`config.mk`:
```
export PLATFORM = sky130hd
export DESIGN_NAME = bilrsz_ram
export DESIGN_NICKNAME = d
export VERILOG_FILES = /design/src/rtl/core/bilrsz_ram.sv
export SDC_FILE = /design/constraint.sdc
export NUM_CORES = 2
export LEC_CHECK = 0
export BUFFER_PORTS_ARGS = -buffer_cell sky130_fd_sc_hd__buf_2
export CORE_MARGIN = 5
export CORE_UTILIZATION = 40
export CTS_CLUSTER_DIAMETER = 120
export DETAILED_ROUTE_END_ITERATION = 6
export SYNTH_ARGS = -nofsm -noshare
export SYNTH_HDL_FRONTEND = slang
export SYNTH_SLANG_ARGS = --single-unit
```
`constraint.sdc`:
```
create_clock -name clk -period 6.32 [get_ports clk]
set_clock_uncertainty 0.1 [all_clocks]
set_input_delay 1.264 -clock clk [delete_from_list [all_inputs] [get_ports clk]]
set_output_delay 1.264 -clock clk [all_outputs]
set_load 0.02 [all_outputs]
```
`src/rtl/core/bilrsz_ram.sv`:
```
`default_nettype none
module bilrsz_ram #(
  parameter int WIDTH = 8,
  parameter int DEPTH = 256,
  localparam int AW = (DEPTH > 1) ? $clog2(DEPTH) : 1
) (
  input  wire logic             clk,
  input  wire logic             we,
  input  wire logic [AW-1:0]    waddr,
  input  wire logic [WIDTH-1:0] wdata,
  input  wire logic             re,
  input  wire logic [AW-1:0]    raddr,
  output logic      [WIDTH-1:0] rdata
);

  logic [WIDTH-1:0] mem [DEPTH];

  always_ff @(posedge clk) begin
    if (we) begin
      mem[waddr] <= wdata;
    end
    if (re) begin
      rdata <= mem[raddr];
    end
  end

endmodule
`default_nettype wire

```
; Word-level counts from Yosys, hierarchy flattened
; Memory sizes are Yosys's and may differ from the RTL's. A register that Yosys moved wholly into a read port is not among the register bits.
; Index checks and enable logic that the tools add are counted.
[totals]
ramBits = 2048
inputBits = 27
reg_bits = 0
memories = 1
out_inout_bits = 8
wordCells = 3
[memory_table]
columns = memory, depth, width, rd, rd_ports_with_merged_regs, write_ports, line_no
row1 = mem, 256, 8, 1, 1, 1, 16  ; logic [WIDTH-1:0] mem [DEPTH];
[classes]
muxes = 2
[op_table]
columns = operator, n
row1 = $mux W1, 2

; Depth between registers and ports, before layout
[depth]
ltp_word = 2
ltp_mapped = 11
depth_no_buf = 6

; Worst setup path before layout
; Ideal clock, no wire load.
[synth_path]
kind = input to register
start = input port raddr[0]
end = register rdata[2] (read register of mem), data pin
arrival_ps = 3071
setup_ps = 269
path_stages = 9
slack_ps = 2880
path_buffers = 4
required_time_ps = 5951
cell_sequence = buf_6 -> buf_12 -> buf_8 -> buf_2 -> mux4_2 -> a22oi_1 -> a21oi_1 -> nor4_1 -> nor4_2
[synth_rtl]
columns = item, line_no
row1 = "start, declared", 12  ; input wire logic [AW-1:0] raddr,
row2 = "end, declared", 13  ; output logic [WIDTH-1:0] rdata

==> out/qor.txt <==
MaxCap Viol Count - 0
Hold Fails Final Rpt - 0
IO buf count - 34
Initial Util - 40.30%
Worst Max-Slew Pin Slew - 1306 ps
IO Pins - 35
core area - 197600 sq um
first-pass GRT wire length - 288300 microns
Crit Path Max Fanout - 45
combinational share of power - 4.9%
Lkg Pwr - 27.17 nW
number of global-route vias before repair - 38857
CP max stage cell - a211oi_1
Synth Area in Compound Gates - 3.416%
setup_tns - 0 ps
largest family of logic cells by synthesized area - multiplexers
chip width - 456.2 microns
initial antenna violation count - 10
Post-CTS Setup Repair Bufs - 0
die area - 208100 sq um
clock sink count - 2056
CTS Root Cell - clkbuf_16
site row count - 163
global route total overflow - 0
synth warn - 0
Post-Synth Adder-Cell Area - 0%
# setup viols final - 0
Synth Area in XOR/XNOR - 0%
Design Power - 27.95 mW
TritonRoute pass-1 iters - 5
post-layout instance area - 89190 sq um
switching part of the total - 21.41%
via count - 38945
Hold Path Class - input pin to register
sequential share of power - 53.9%
crit path DAT - 4970 ps
DRC - 0
Seq/Total Area, Yosys - 77.53%
metal3 WL - 15240 microns
Rel. slew slack - 12.14%
Metal-1 WL - 84070 microns
DR WL met2 - 95890 microns
crit path time final - 4537 ps
share of cells above drive strength 1 - 22.33%
status - complete, no violations
Net Switching - 5.982 mW
Final Cycle Share - 71.78%
CP max stage delay - 680 ps
Die Ht - 456.2 microns
async set or reset register ratio after synthesis - 0%
routed wire length - 200900 microns
fin util - 45.13%
RSZ-0062 raised after global routing - false
First DRT Iteration DRCs - 4984
Synth Register Bits - 2056
dpl hpwl - 120800 microns
f_max - 220.4 MHz
Max Buffers Root-to-Sink - 3
dominant register cell in the synthesized netlist - edfxtp_1
Num CTS Buffers - 202
pwr dens - 313.3 nW/um^2
clock power share - 41.2%
Pint - 21.97 mW
Total GRT Usage - 18.97%
Post-CTS Hold Buffers - 0
Post-Syn Nets - 3760
CP cell instances - buf_8, buf_12, buf_4, buf_4, mux4_2, a22o_1, a221oi_1, o221ai_1, a211oi_1, nor4_1
Worst-path clk slew - 60 ps
Max rail drop VDD - 0.1948 mV
Avg Cell Area, Syn - 21.33 sq um
Slew Viols, Final - 0
Synth-to-Final Area Change - 12.00%
Req. time, crit path - 6750 ps
Placed Area - 82880 sq um
distinct cell type count after synthesis - 54
startpoint types - input pin
critical path type - input pin to register
DRT antenna net count - 0
Placed Cells - 6285
gpl congestion - 0.8153
CTS tree - built
EDFF count, synth - 2056
post-synthesis cell count - 3733
CTS H-tree lvls - 4
largest net degree at the start of global routing - 165
WL per Instance - 30.18 microns
clk_lat worst skew - 840 ps
fillers - 16400
Synth top area share - 77.53%
Post-Syn Area - 79640 sq um
post_cts resized - 0
Synth area leader - edfxtp_1
mux cell area share after synthesis - 14.60%
Via density - 5.850
Synth Area in Simple Gates - 2.625%
Layout Nets - 3876
Synth area leaders - edfxtp_1, mux4_2, mux2i_1, nor2_1, a22oi_1
Top Layer Used - met4
Crit. End Element - register
Final Non-Filler Cells - 6657
CP most frequent cell - buf_4
layout by cell type, fill, tap and decap left out, types with 21 or more instances in the layout:
cell type     n
edfxtp_1   2056
mux4_2      454
nor2_1      279
clkbuf_16   205
mux2i_1     134
a22oi_1     133
a21oi_1      96
buf_4        95
clkinv_1     55
o221ai_1     46
clkinv_2     45
clkbuf_1     39
nand3_1      34
nand2_1      32
o22ai_1      28
nor2b_1      28
nor4_1       23
buf_2        22
nor3_1       21
area by class of cell:
type / count / area (sq um) / area share (%)
well taps: 2640 / 3303 / 3.703
flip-flops and latches: 2056 / 61740 / 69.22
inverters: 2 / 7.507 / 0.008417
clock buffers: 244 / 5276 / 5.916
diodes: 4 / 10.01 / 0.01122
clock inverters: 124 / 1023 / 1.147
multi-input cells: 1442 / 16500 / 18.50
repair buffers: 145 / 1334 / 1.495
worst max-delay path, delay by kind of cell:
family | cells | cell delay, ps
AOI/OAI and AO/OA | 4 | 1710
buffers and inverters | 4 | 1290
muxes | 1 | 510
and+or+nand+nor | 1 | 110
path summary, 6_finish.rpt:
path                                      startpoint                     to  slack [ps]  depth (start not counted)
worst max-delay path                        raddr[0]     rdata[3]$_DFFE_PP_        1780                         10
worst min-delay path                        wdata[0]  mem[203][0]$_DFFE_PP_         810                          1
worst max register to register  mem[83][5]$_DFFE_PP_     rdata[5]$_DFFE_PP_        2990                          6
worst min register to register  mem[22][2]$_DFFE_PP_     rdata[2]$_DFFE_PP_         990                          5
synthesized netlist by cell type, types with 28 or more instances:
cell / n
o221ai_1: 46
nand3_1: 34
o22ai_1: 28
edfxtp_1: 2056
nor2_1: 282
mux2i_1: 134
nor2b_1: 31
buf_2: 31
nand2_1: 33
a22oi_1: 133
mux4_2: 454
clkbuf_1: 111
a21oi_1: 96
cell families (layout without fill, tap and decap cells):
kind of cell	after synthesis	after routing
and+or+nand+nor	466	466
DFF	2056	2056
other	0	4
buffers and inverters	235	515
muxes	591	591
AOI/OAI and AO/OA	385	385
metrics by stage:
step | setup slack, ps | hold WS (ps)
2_1_floorplan | 2880 | 764.2
3_3_place_gp | 956.2 | 941.7
3_5_place_dp | 809.5 | 970.3
4_1_cts | 1687 | 780.1
5_1_grt | 1631 | 781.4
6_report | 1783 | 806.8
metal layers:
metal | vias to the layer above | track usage, %
met4 | 0 | 5.356
met5 | - | 0
li1 | 15958 | -
met3 | 320 | 3.239
met1 | 21003 | 27.32
met2 | 1664 | 30.08
power by group through the flow:
stage	logic (mW)	registers (mW)	clock network, mW
detailed placement	1.37	15.4	0
CTS	1.37	15.1	11.7
finish	1.36	15.1	11.5
floorplan	0.730	15.3	0
global placement	1.36	15.4	0
global route	1.43	15.1	12.3
flip-flops by register name (all words and copies together), names as in the netlist:
signal  flops
rdata       8
mem      2048
Note: power is estimated with default switching activity, not from simulation.
