==> src/rtl/core/bilrsz_pkg.sv <==
`default_nettype none
package bilrsz_pkg;

  // Default sizes of the design
  localparam int MAX_SOURCE_WIDTH_DEF  = 512;
  localparam int MAX_SOURCE_HEIGHT_DEF = 512;
  localparam int MAX_DEST_SIZE_DEF     = 2048;
  localparam int FRACTION_BITS_DEF     = 10;

  // Field widths
  localparam int SIZE_W      = 10;
  localparam int STEP_W      = 16;
  localparam int COORD_W     = 11;
  localparam int PIXEL_W     = 8;
  localparam int CFG_INDEX_W = 2;
  localparam int CFG_DATA_W  = 16;

  // Register values after reset
  localparam logic [SIZE_W-1:0] SOURCE_WIDTH_RST    = 10'd512;
  localparam logic [SIZE_W-1:0] SOURCE_HEIGHT_RST   = 10'd512;
  localparam logic [STEP_W-1:0] HORIZONTAL_STEP_RST = 16'd1024;
  localparam logic [STEP_W-1:0] VERTICAL_STEP_RST   = 16'd1024;

  typedef enum logic [CFG_INDEX_W-1:0] {
    CFG_SOURCE_WIDTH    = 2'd0,
    CFG_SOURCE_HEIGHT   = 2'd1,
    CFG_HORIZONTAL_STEP = 2'd2,
    CFG_VERTICAL_STEP   = 2'd3
  } cfg_index_t;

  typedef enum logic {
    FUNC_WRITE   = 1'b0,
    FUNC_COMPUTE = 1'b1
  } func_t;

endpackage
`default_nettype wire

==> src/rtl/core/bilrsz_axis.sv <==
`default_nettype none
module bilrsz_axis #(
  parameter int MAX_SIZE      = 512,
  parameter int FRACTION_BITS = 10,
  parameter int POS_W         = 27,
  localparam int IW = (MAX_SIZE > 2) ? $clog2(MAX_SIZE) : 1
) (
  input  wire logic [POS_W-1:0]              pos,
  input  wire logic [bilrsz_pkg::SIZE_W-1:0] size,
  output logic      [IW-1:0]                 i0,
  output logic      [IW-1:0]                 i1,
  output logic      [FRACTION_BITS-1:0]      frac
);

  logic [31:0]   size_ext;
  logic [31:0]   size_clamped;
  logic [IW-1:0] last;
  logic [31:0]   ip;
  logic [31:0]   ip_clamped;

  always_comb begin
    size_ext = 32'(size);
    if (size_ext < 32'd2) begin
      size_clamped = 32'd2;
    end else if (size_ext > 32'(MAX_SIZE)) begin
      size_clamped = 32'(MAX_SIZE);
    end else begin
      size_clamped = size_ext;
    end
    last = IW'(size_clamped - 32'd1);

    // integer part from the raw product, pinned to [1, size-1]
    ip = 32'(pos[POS_W-1:FRACTION_BITS]);
    if (ip < 32'd1) begin
      ip_clamped = 32'd1;
    end else if (ip > 32'(last)) begin
      ip_clamped = 32'(last);
    end else begin
      ip_clamped = ip;
    end
    i0 = IW'(ip_clamped);
    i1 = (i0 == last) ? last : i0 + IW'(1);
    frac = pos[FRACTION_BITS-1:0];
  end

endmodule
`default_nettype wire
==> config.mk <==
export PLATFORM = sky130hd
export DESIGN_NAME = bilrsz_axis
export DESIGN_NICKNAME = d
export VERILOG_FILES = /design/src/rtl/core/bilrsz_pkg.sv /design/src/rtl/core/bilrsz_axis.sv
export SDC_FILE = /design/constraint.sdc
export NUM_CORES = 1
export LEC_CHECK = 0
export BUFFER_PORTS_ARGS = -buffer_cell sky130_fd_sc_hd__buf_2
export CORE_MARGIN = 1.5
export CORE_UTILIZATION = 45
export DETAILED_ROUTE_END_ITERATION = 8
export PLACE_DENSITY = 0.78
export SETUP_SLACK_MARGIN = 0.15
export SLEW_MARGIN = 30
export SYNTH_ARGS = -nofsm -noshare
export SYNTH_HDL_FRONTEND = slang
export SYNTH_SLANG_ARGS = --single-unit
==> constraint.sdc <==
create_clock -name vclk -period 6.2
set_clock_uncertainty 0.15 [all_clocks]
set_input_delay 0.62 -clock vclk [all_inputs]
set_output_delay 0.62 -clock vclk [all_outputs]
set_load 0.01 [all_outputs]
=== Yosys cells after proc, flatten, opt, wreduce, memory -nomap -nowiden ===
Cells that the tools add are included.
Widths: inputs -> output; s select.

* Register bits: 0
* Bits of input ports: 37
* Output and inout port bits: 28
* Logic and storage cells: 12

* Add/subtract/negate cells: 2
* $lt $le $gt $ge: 4
* Equality and inequality tests: 1
* Multiplexer cells: 5

{| class="wikitable"
|+ Operators by type and width
! kind !! count
|-
| $mux 9 || 5
|-
| $gt 17x9->1 || 1
|-
| $lt 17x1->1 const B || 1
|-
| $gt 10x10->1 const B || 1
|-
| $lt 10x2->1 const B || 1
|-
| $add 9x1->9 const B || 1
|-
| $eq 9x9->1 || 1
|-
| $sub 9x1->9 const B || 1
|}

=== Longest topological paths before layout ===
Gate-level depths: netlist of run 1.

* Depth after elaboration: 9
* Depth in mapped cells: 25
* Gate-level depth less buffers: 22

=== Worst setup path after synthesis of run 1 ===
No wires, ideal clock.

* Kind: input port to output port
* From: input size[9] (netlist name)
* To: output i1[8]
* Arrival time: 5.004 ns
* Data required time: 5.430 ns
* Path slack: 0.426 ns
* Stages: 22
* Cell sequence: clkbuf_1 inv_1 o311a_1 inv_1 ha_1 buf_2 xnor2_1 ha_1 and3b_1 a31oi_1 o21ai_0 a211o_1 a31oi_1 a211oi_1 buf_2 o211ai_1 ha_1 nand2_1 or3_1 nor3_2 a211oi_1 o31ai_1

* Longest elaborated chain between the ends: 9
* Elaborated cells between the ends (all ways): 11

{| class="wikitable"
|+ Ends and longest elaborated chain
! element !! RTL line !! RTL
|-
| from (decl) || bilrsz_axis.sv:9 || <nowiki>input wire logic [bilrsz_pkg::SIZE_W-1:0] size,</nowiki>
|-
| $gt 10x10->1 || bilrsz_axis.sv:25 || <nowiki>end else if (size_ext > 32'(MAX_SIZE)) begin</nowiki>
|-
| $mux 9 || bilrsz_axis.sv:25 ||
|-
| $mux 9 * || bilrsz_axis.sv:23 || <nowiki>if (size_ext < 32'd2) begin</nowiki>
|-
| $sub 9x1->9 * || bilrsz_axis.sv:30 || <nowiki>last = IW'(size_clamped - 32'd1);</nowiki>
|-
| $gt 17x9->1 || bilrsz_axis.sv:36 || <nowiki>end else if (ip > 32'(last)) begin</nowiki>
|-
| $mux 9 * || bilrsz_axis.sv:36 ||
|-
| $mux 9 * || bilrsz_axis.sv:34 || <nowiki>if (ip < 32'd1) begin</nowiki>
|-
| named net i0[0] || bilrsz_axis.sv:10 || <nowiki>output logic [IW-1:0] i0,</nowiki>
|-
| $add 9x1->9 / $eq 9x9->1 (equally long branches) || bilrsz_axis.sv:42 || <nowiki>i1 = (i0 == last) ? last : i0 + IW'(1);</nowiki>
|-
| $mux 9 * || bilrsz_axis.sv:42 ||
|-
| to (decl) || bilrsz_axis.sv:11 || <nowiki>output logic [IW-1:0] i1,</nowiki>
|}

The timed path passes the listed nets; every way through them passes the cells marked *.

=== Worst setup path after layout of run 1 ===
* From: input size[2] (netlist name)
* To: output i1[8]

* Longest elaborated chain between the ends: 9
* Elaborated cells between the ends (all ways): 11

{| class="wikitable"
|+ Ends and longest elaborated chain
! element !! RTL line
|-
| $gt 10x10->1 || bilrsz_axis.sv:25
|-
| $mux 9 || bilrsz_axis.sv:25
|-
| $mux 9 * || bilrsz_axis.sv:23
|-
| $sub 9x1->9 * || bilrsz_axis.sv:30
|-
| $gt 17x9->1 || bilrsz_axis.sv:36
|-
| $mux 9 || bilrsz_axis.sv:36
|-
| $mux 9 || bilrsz_axis.sv:34
|-
| $add 9x1->9 / $eq 9x9->1 (equally long branches) || bilrsz_axis.sv:42
|-
| $mux 9 * || bilrsz_axis.sv:42
|}

Mark *: on every way between the ends. The rest lies on a longest branch, timed or not.

==> results of run 1 <==
power groups by stage:
stage	Sequential [mW]	Combinational, mW	Clock, mW
after floorplan	0	0.0839	0
after global placement	0	0.115	0
after detailed placement	0	0.116	0
after CTS	0	0.116	0
after global routing	0	0.133	0
final	0	0.120	0
metal layers:
metal  wire, microns  GRT usage
met3             347     0.0223
met1            1610      0.299
met5               0          0
met4              24     0.0266
met2            1620      0.359
synthesized netlist by cell type (3+ instances only):
cell type and n:
nand2_1 26, nor2_1 25, xnor2_1 14, a21oi_1 11, buf_4 10, nand3_1 9
o21ai_0 9, mux2i_1 8, nor3_1 8, ha_1 7, nor4_1 7, inv_1 6
buf_2 5, a211o_1 4, o21a_1 4, a211oi_1 3, clkbuf_1 3, nand4_1 3
nor2b_1 3, nor3_2 3, or3_1 3, xor2_1 3
path summary, 6_finish.rpt:
kind	startpoint	end	slack (ns)	cells after the start
worst max-delay path	size[2]	i1[8]	0.49	23
worst min-delay path	pos[0]	frac[0]	1.09	0
final cells by class:
cell class,count,share of cell area
well taps,31,0.0251
inverters,6,0.0146
multi-input cells,182,0.798
repair buffers,48,0.162
per-stage QoR:
step / std cells / power (mW) / worst slack [ns] / hold WS, ns
2_1_floorplan: 207 / 0.0839 / 0.426 / 1.18
3_3_place_gp: 267 / 0.115 / 0.268 / 1.09
3_5_place_dp: 267 / 0.116 / 0.181 / 1.09
4_1_cts: 267 / 0.116 / 0.174 / 1.09
5_1_grt: 267 / 0.133 / 0.168 / 1.09
6_report: 267 / 0.120 / 0.493 / 1.09
cell families (layout without fill, tap and decap cells):
group / count (synthesis) / after routing / synth area share
multiplexers: 8 / 8 / 0.0596
buffers and inverters: 25 / 54 / 0.108
XOR/XNOR: 17 / 17 / 0.111
adder cells (fa/ha/maj): 9 / 9 / 0.0801
AND/OR/NAND/NOR: 100 / 100 / 0.397
AO/OA/AOI/OAI: 48 / 48 / 0.245
==> impl_metrics.ini, run 1 <==
[run_status]
run_status = complete, but fails checks
violations = design-rule violations

[finish]
final_area_sq_um = 1550
seq_cells = 0
syn2layout_area_growth_pct = 15.2
n_clock_buffer = 0
multi_input_area_sq_um = 1230
most-common-layout-cells = buf_2 (45), nand2_1 (26), nor2_1 (25), xnor2_1 (13), a21oi_1 (11)
drive_above_1_share = 0.275
fin_nets = 282
diodes = 0
final_common_cell = buf_2
fillers = 310
final_core_util = 0.552
regArea_sq_um = 0

[power]
seqPwrFrac = 0
swShare = 0.566
irDropWorstVdd_uv = 41.7
p_comb_frac = 1.000
clkPwrFrac = 0
p_leak_nw = 0.683
cell_internal_pwr_mw = 0.0522
powerDensity_nw_per_um2 = 77.9
p_switching_mw = 0.0683

[place]
postPlaceCellArea_sq_um = 1520
place_congestion = 0.934
port_buffers = 45
dpl.hpwl_microns = 2880

[route]
wl_per_cell_microns = 13.5
antenna_left = 0
avgViaCountPerCell = 5.93
drt_iter0_drc = 106
drt_wl_total_microns = 3610
vias = 1583
drc = 10
dr.pass1.iters = 6

[critical_path]
crit_chain = buf_2, nor2_1, nand2_1, o311a_1, inv_2, ha_4, xnor2_2, ha_1, and3b_1, a31oi_1, o21ai_0, a211o_1, a31oi_2, a211oi_2, o211ai_1, ha_1, nand2_1, or3_1, nor2_1, nand3_1, o21ai_0, o31ai_1, buf_2
cpPeakStageDelay_ns = 0.42
crit_required_ns = 5.43
slowest_stage = o311a_1
crit_buf_inv = 3
start_kind = input port
worst-path-max-fanout = 9
path_class = input port to output port
crit_family = compound AO/OA/AOI/OAI gates
cp.arrival_ns = 4.94
end_kind = output port

[die]
dieWidth_microns = 57.6
fp-row-count = 19
pin_count = 65
die_area_sq_um = 3320
initial_utilization = 0.479
die_h_microns = 57.6
core_area_sq_um = 2810

[global_routing]
grt_max_degree = 19
grt_pass1_vias = 1354
grt_pass1_wl_microns = 5920
overflow = 0
grt.total_usage = 0.212
antenna_found_initial = 0

[flow_run]
max_cap_violations = 0

[logic_synthesis]
synthTopCellsByArea = xnor2_1 (9.1%), nand2_1 (7.3%), nor2_1 (7.0%), ha_1 (6.5%), mux2i_1 (6.0%)
yosys_warnings = 0
synth_top_area_frac = 0.0912
seq_area_frac_synth = 0
avgSynthCellArea_sq_um = 6.49
yosysTopAreaCell = xnor2_1
synth_cells = 207
synth_area_sq_um = 1340
synth.distinct_cells = 47
syn_nets = 251

[sta]
finalHoldViolCount = 0
slew_headroom = 0.508
finalCritPeriodShare = 0.920
maxSlewViolCount = 0
tightest_slew_ns = 0.737
tns_ns = 0
finalWorstPathRequiredPeriod_ns = 5.71
fmax_ghz = 0.175
setup_viol = 0
rsz0062_at_grt = false

[clock_tree]
cts_resized = 0
cts_hold_buf = 0
post_cts_buffers = 0

[hold_path]
hp-class = input port to output port
(Power assumes the default switching activity.)
==> inputs of run 2 (changes only) <==
--- a/config.mk
+++ b/config.mk
@@ -7,4 +7,5 @@
 export LEC_CHECK = 0
 export BUFFER_PORTS_ARGS = -buffer_cell sky130_fd_sc_hd__buf_2
+export CORE_ASPECT_RATIO = 0.7
 export CORE_MARGIN = 1.5
 export CORE_UTILIZATION = 45
==> constraint.sdc (replaced) <==
create_clock -name vclk -period 6.2
set_clock_uncertainty 0.15 [all_clocks]
set_input_delay 1.24 -clock vclk [all_inputs]
set_output_delay 1.24 -clock vclk [all_outputs]
set_load 0.01 [all_outputs]
==> run 2 against run 1 <==
  * The run ends with negative setup slack left
  * Utilization grew 16 points
  * First-iteration DRC count grew 8.5%
  * Sequential share of layout area is the same
  * Final area grew 29%
  * Critical path depth shrank 1
  * Via count grew 11%
  * Critical path type unchanged
==> impl_metrics.ini, run 2 (same netlist as run 1, synthesis figures left out) <==
[finish]
syn2layout_area_growth_pct = 49.1
final_common_cell = buf_4
fillers = 229
fin_nets = 321
n_clock_buffer = 0
most-common-layout-cells = buf_4 (42), buf_2 (41), nand2_1 (24), nor2_1 (22), xnor2_1 (12)
seq_cells = 0
regArea_sq_um = 0
drive_above_1_share = 0.440
diodes = 0

[route]
drt_wl_total_microns = 4370
avgViaCountPerCell = 5.68
dr.pass1.iters = 4
wl_per_cell_microns = 14.1
drc = 0
vias = 1765
drt_iter0_drc = 115
antenna_left = 0

[sta]
fmax_ghz = 0.154
maxSlewViolCount = 0
setup_slack_ns = -0.290
finalHoldViolCount = 0
setup_viol = 2
tightest_slew_ns = 0.477
finalCritPeriodShare = 1.05
rsz0062_at_grt = true
tns_ns = -0.476
finalWorstPathRequiredPeriod_ns = 6.49
slew_headroom = 0.680

[die]
fp-row-count = 16
die_h_microns = 48.7
core_area_sq_um = 2820
die_area_sq_um = 3330
dieWidth_microns = 68.3
initial_utilization = 0.476
pin_count = 65

[clock_tree]
cts_hold_buf = 0

[global_routing]
overflow = 0
grt_max_degree = 16
grt.total_usage = 0.276
grt_pass1_wl_microns = 7380
antenna_found_initial = 0
grt_pass1_vias = 1661

[critical_path]
slowest_stage = or3_4
path_class = input port to output port
crit_chain = buf_6, nor2_4, nand2_2, o311a_4, inv_4, ha_4, nor2b_1, a311o_1, and2_1, maj3_1, nor3b_1, buf_4, a211oi_4, o211ai_1, ha_2, nand2_1, or3_4, nor2_1, nand3_1, o21ai_1, o31ai_2, buf_2
cpPeakStageDelay_ns = 0.42
crit_required_ns = 4.81
end_kind = output port
worst-path-max-fanout = 6
start_kind = input port
cp.arrival_ns = 5.10

[power]
p_leak_nw = 0.913
irDropWorstVdd_uv = 49.1
powerDensity_nw_per_um2 = 79.0

[hold_path]
hold_end = frac[0]
hold_depth = 0
hold_start = pos[0]
hp-class = input port to output port

[place]
place_congestion = 0.963
dpl.hpwl_microns = 3400
dpl_worst_slack_ns = -0.384
port_buffers = 45

[flow_run]
max_cap_violations = 0

[run_status]
run_status = complete, but fails checks
violations = negative setup slack
run 2: cell count changes in the layout (fill, tap and decap cells not counted), sizes merged:
| cell | delta |
|---|---|
| buf | +39 |
run 2: per-stage QoR:
stage          instances  hold slack, ns  area (sq um)  power [mW]  utilization
6_report             311            2.33          2000       0.158        0.710
5_1_grt              311            2.33          2000       0.174        0.710
4_1_cts              311            2.33          1980       0.154        0.700
3_5_place_dp         307            2.33          1880       0.145        0.665
3_3_place_gp         307            2.33          1880       0.143        0.665
2_1_floorplan        207            2.42          1450      0.0926            -
run 2: worst max-delay path by stage:
stage                       end  startpoint
after floorplan           i1[8]     size[3]
after global placement    i1[8]     size[3]
after detailed placement  i1[8]     size[4]
after CTS                 i1[8]     size[4]
after global routing      i1[8]     size[4]
final                     i1[8]     size[4]
run 2: cell type report:
type               count  area [sq um]  share of cell area
multi-input cells    182          1370               0.683
repair buffers        87           566               0.282
well taps             36          45.0              0.0225
inverters              6          25.0              0.0125
run 2: worst max-delay path, delay by kind of cell:
family,cells,cell delay (ns)
adders and majority gates,3,0.82
buffers and inverters,4,0.46
AOI/OAI and AO/OA,6,1.27
and+or+nand+nor,9,1.30
run 2: where the power goes:
group / switching (mW) / leakage [nW] / internal [mW]
clock network: 0 / 0 / 0
registers: 0 / 0 / 0
logic: 0.0821 / 0.913 / 0.0762
run 2: repair_timing:
| item | CTS | global route |
|---|---|---|
| endpoints found under the setup margin | 4 | 4 |
| pin swaps | 4 | 1 |
| resized for setup | 12 | 5 |
| setup buffers | 4 | 0 |
run 2: metal layers:
layer / routed length [microns] / up-vias / global-route usage / share of wire
met4: 23 / 0 / 0.0200 / 0.0053
met3: 404 / 4 / 0.0442 / 0.092
met2: 1900 / 99 / 0.437 / 0.44
li1: - / 879 / - / -
met1: 2040 / 783 / 0.405 / 0.47
met5: 0 / - / 0 / 0
==> inputs of run 3 (changes only) <==
- PLACE_DENSITY: 0.78 -> 0.85
==> run 3 against run 2 <==
  * The flow still finishes with violations (negative setup slack)
  * Die area is the same
  * Power grew 6.6%
  * Worst hold slack is the same
  * Utilization grew 1.6 points
  * Maximum frequency shrank 1.0%
  * Flip-flop and latch count is the same
  * Sequential share of layout area is the same
  * First-iteration DRC count grew 140%
  * Worst setup slack lost 0.067 ns
  * Critical path depth grew 4
  * Via count grew 11%
  * Cell count grew 2.3%
  * Critical endpoint unchanged
==> impl_metrics.ini, run 3 (same netlist as run 1, synthesis figures left out) <==
[route]
avgViaCountPerCell = 6.17
vias = 1961
drt_iter0_drc = 279
antenna_left = 0
wl_per_cell_microns = 16.6
drt_wl_total_microns = 5270
dr.pass1.iters = 5
drc = 0

[power]
irDropWorstVdd_uv = 54.4
powerDensity_nw_per_um2 = 82.4
p_leak_nw = 0.947

[sta]
finalWorstPathRequiredPeriod_ns = 6.56
rsz0062_at_grt = true
setup_viol = 4
setup_slack_ns = -0.357
slew_headroom = 0.668
finalCritPeriodShare = 1.06
maxSlewViolCount = 0
fmax_ghz = 0.153
tightest_slew_ns = 0.494
finalHoldViolCount = 0

[clock_tree]
cts_hold_buf = 0

[critical_path]
cp-startpoint = size[2]
start_kind = input port
path_class = input port to output port
crit_required_ns = 4.81
worst-path-max-fanout = 5
end_kind = output port
cp.arrival_ns = 5.17

[die]
fp-row-count = 16
die_h_microns = 48.7
die_area_sq_um = 3330
dieWidth_microns = 68.3
pin_count = 65
initial_utilization = 0.476
core_area_sq_um = 2820

[finish]
n_clock_buffer = 0
syn2layout_area_growth_pct = 52.4
fin_nets = 327
regArea_sq_um = 0
final_common_cell = buf_4
seq_cells = 0
most-common-layout-cells = buf_4 (48), buf_2 (43), nand2_1 (23), nor2_1 (22), xnor2_1 (12)
fillers = 202
drive_above_1_share = 0.459
final_cells = 318

[place]
port_buffers = 45
dpl_worst_slack_ns = -0.426
post-place-cells = 311
dpl.hpwl_microns = 3650
place_congestion = 0.943

[run_status]
run_status = complete, but fails checks
violations = negative setup slack

[global_routing]
overflow = 0
grt_pass1_wl_microns = 7810
antenna_found_initial = 1
grt_max_degree = 16
grt.total_usage = 0.294
grt_pass1_vias = 1718

[hold_path]
hold_start = pos[0]
hp-class = input port to output port
hold_depth = 0

[flow_run]
max_cap_violations = 0
-- run 3: cell types whose count changed in the layout (fill, tap and decap cells not counted), sizes merged --
cell	delta
diode	+1
buf	+6
-- run 3: worst max-delay path, cell delays in order --
cell and delay [ns]:
buf_2 0.12, nor2_4 0.14, nand2_2 0.09, o311a_4 0.33
inv_4 0.06, ha_4 0.20, nor2b_2 0.07, buf_4 0.14
a21oi_2 0.13, a21oi_2 0.08, ha_1 0.29, nand4_1 0.10
nor2_1 0.06, nor4b_2 0.17, buf_4 0.15, a211oi_4 0.27
nand2_1 0.10, o211ai_1 0.14, ha_2 0.24, nand2_2 0.05
or3_4 0.43, nor2_1 0.11, nand3_1 0.08, o21ai_1 0.15
o31ai_2 0.08, buf_2 0.13
-- run 3: worst paths after layout --
kind	to	slack [ns]
max	i1[8]	-0.36
min	frac[0]	2.33
-- run 3: through the flow --
stage / setup TNS (ns) / total power, mW / hold slack [ns] / utilization / area (sq um)
after CTS: -0.671 / 0.157 / 2.33 / 0.711 / 2010
after global placement: -0.638 / 0.144 / 2.33 / 0.676 / 1910
final: -0.820 / 0.169 / 2.33 / 0.726 / 2050
after floorplan: -0.617 / 0.0926 / 2.42 / - / 1450
after global routing: -1.57 / 0.181 / 2.33 / 0.726 / 2050
after detailed placement: -0.953 / 0.148 / 2.33 / 0.676 / 1910
-- run 3: timing repair --
item | 4_1_cts | 5_1_grt
gates resized for setup | 15 | 5
endpoints found under the setup margin | 4 | 6
pin swaps | 16 | 10
setup buffers | 3 | 3
-- run 3: routing by layer --
| metal | routed length [microns] | global-route usage | part of all wire |
|---|---|---|---|
| met2 | 2380 | 0.458 | 0.45 |
| met1 | 2240 | 0.437 | 0.43 |
| met3 | 520 | 0.0209 | 0.099 |
| met5 | 0 | 0 | 0 |
| met4 | 134 | 0.0633 | 0.025 |
-- run 3: power breakdown --
group	switching [mW]	leakage (nW)	internal, mW
sequential	0	0	0
combinational	0.0889	0.947	0.0798
clock	0	0.00000634	0.0000000216
total	0.0889	0.947	0.0798
-- run 3: area by class of cell --
class	instances	area (sq um)	area share
Timing Repair Buffer	93	602	0.294
Multi-Input combinational cell	182	1370	0.671
Tap cell	36	45.0	0.0220
Inverter	6	25.0	0.0122
Antenna cell	1	2.50	0.00122
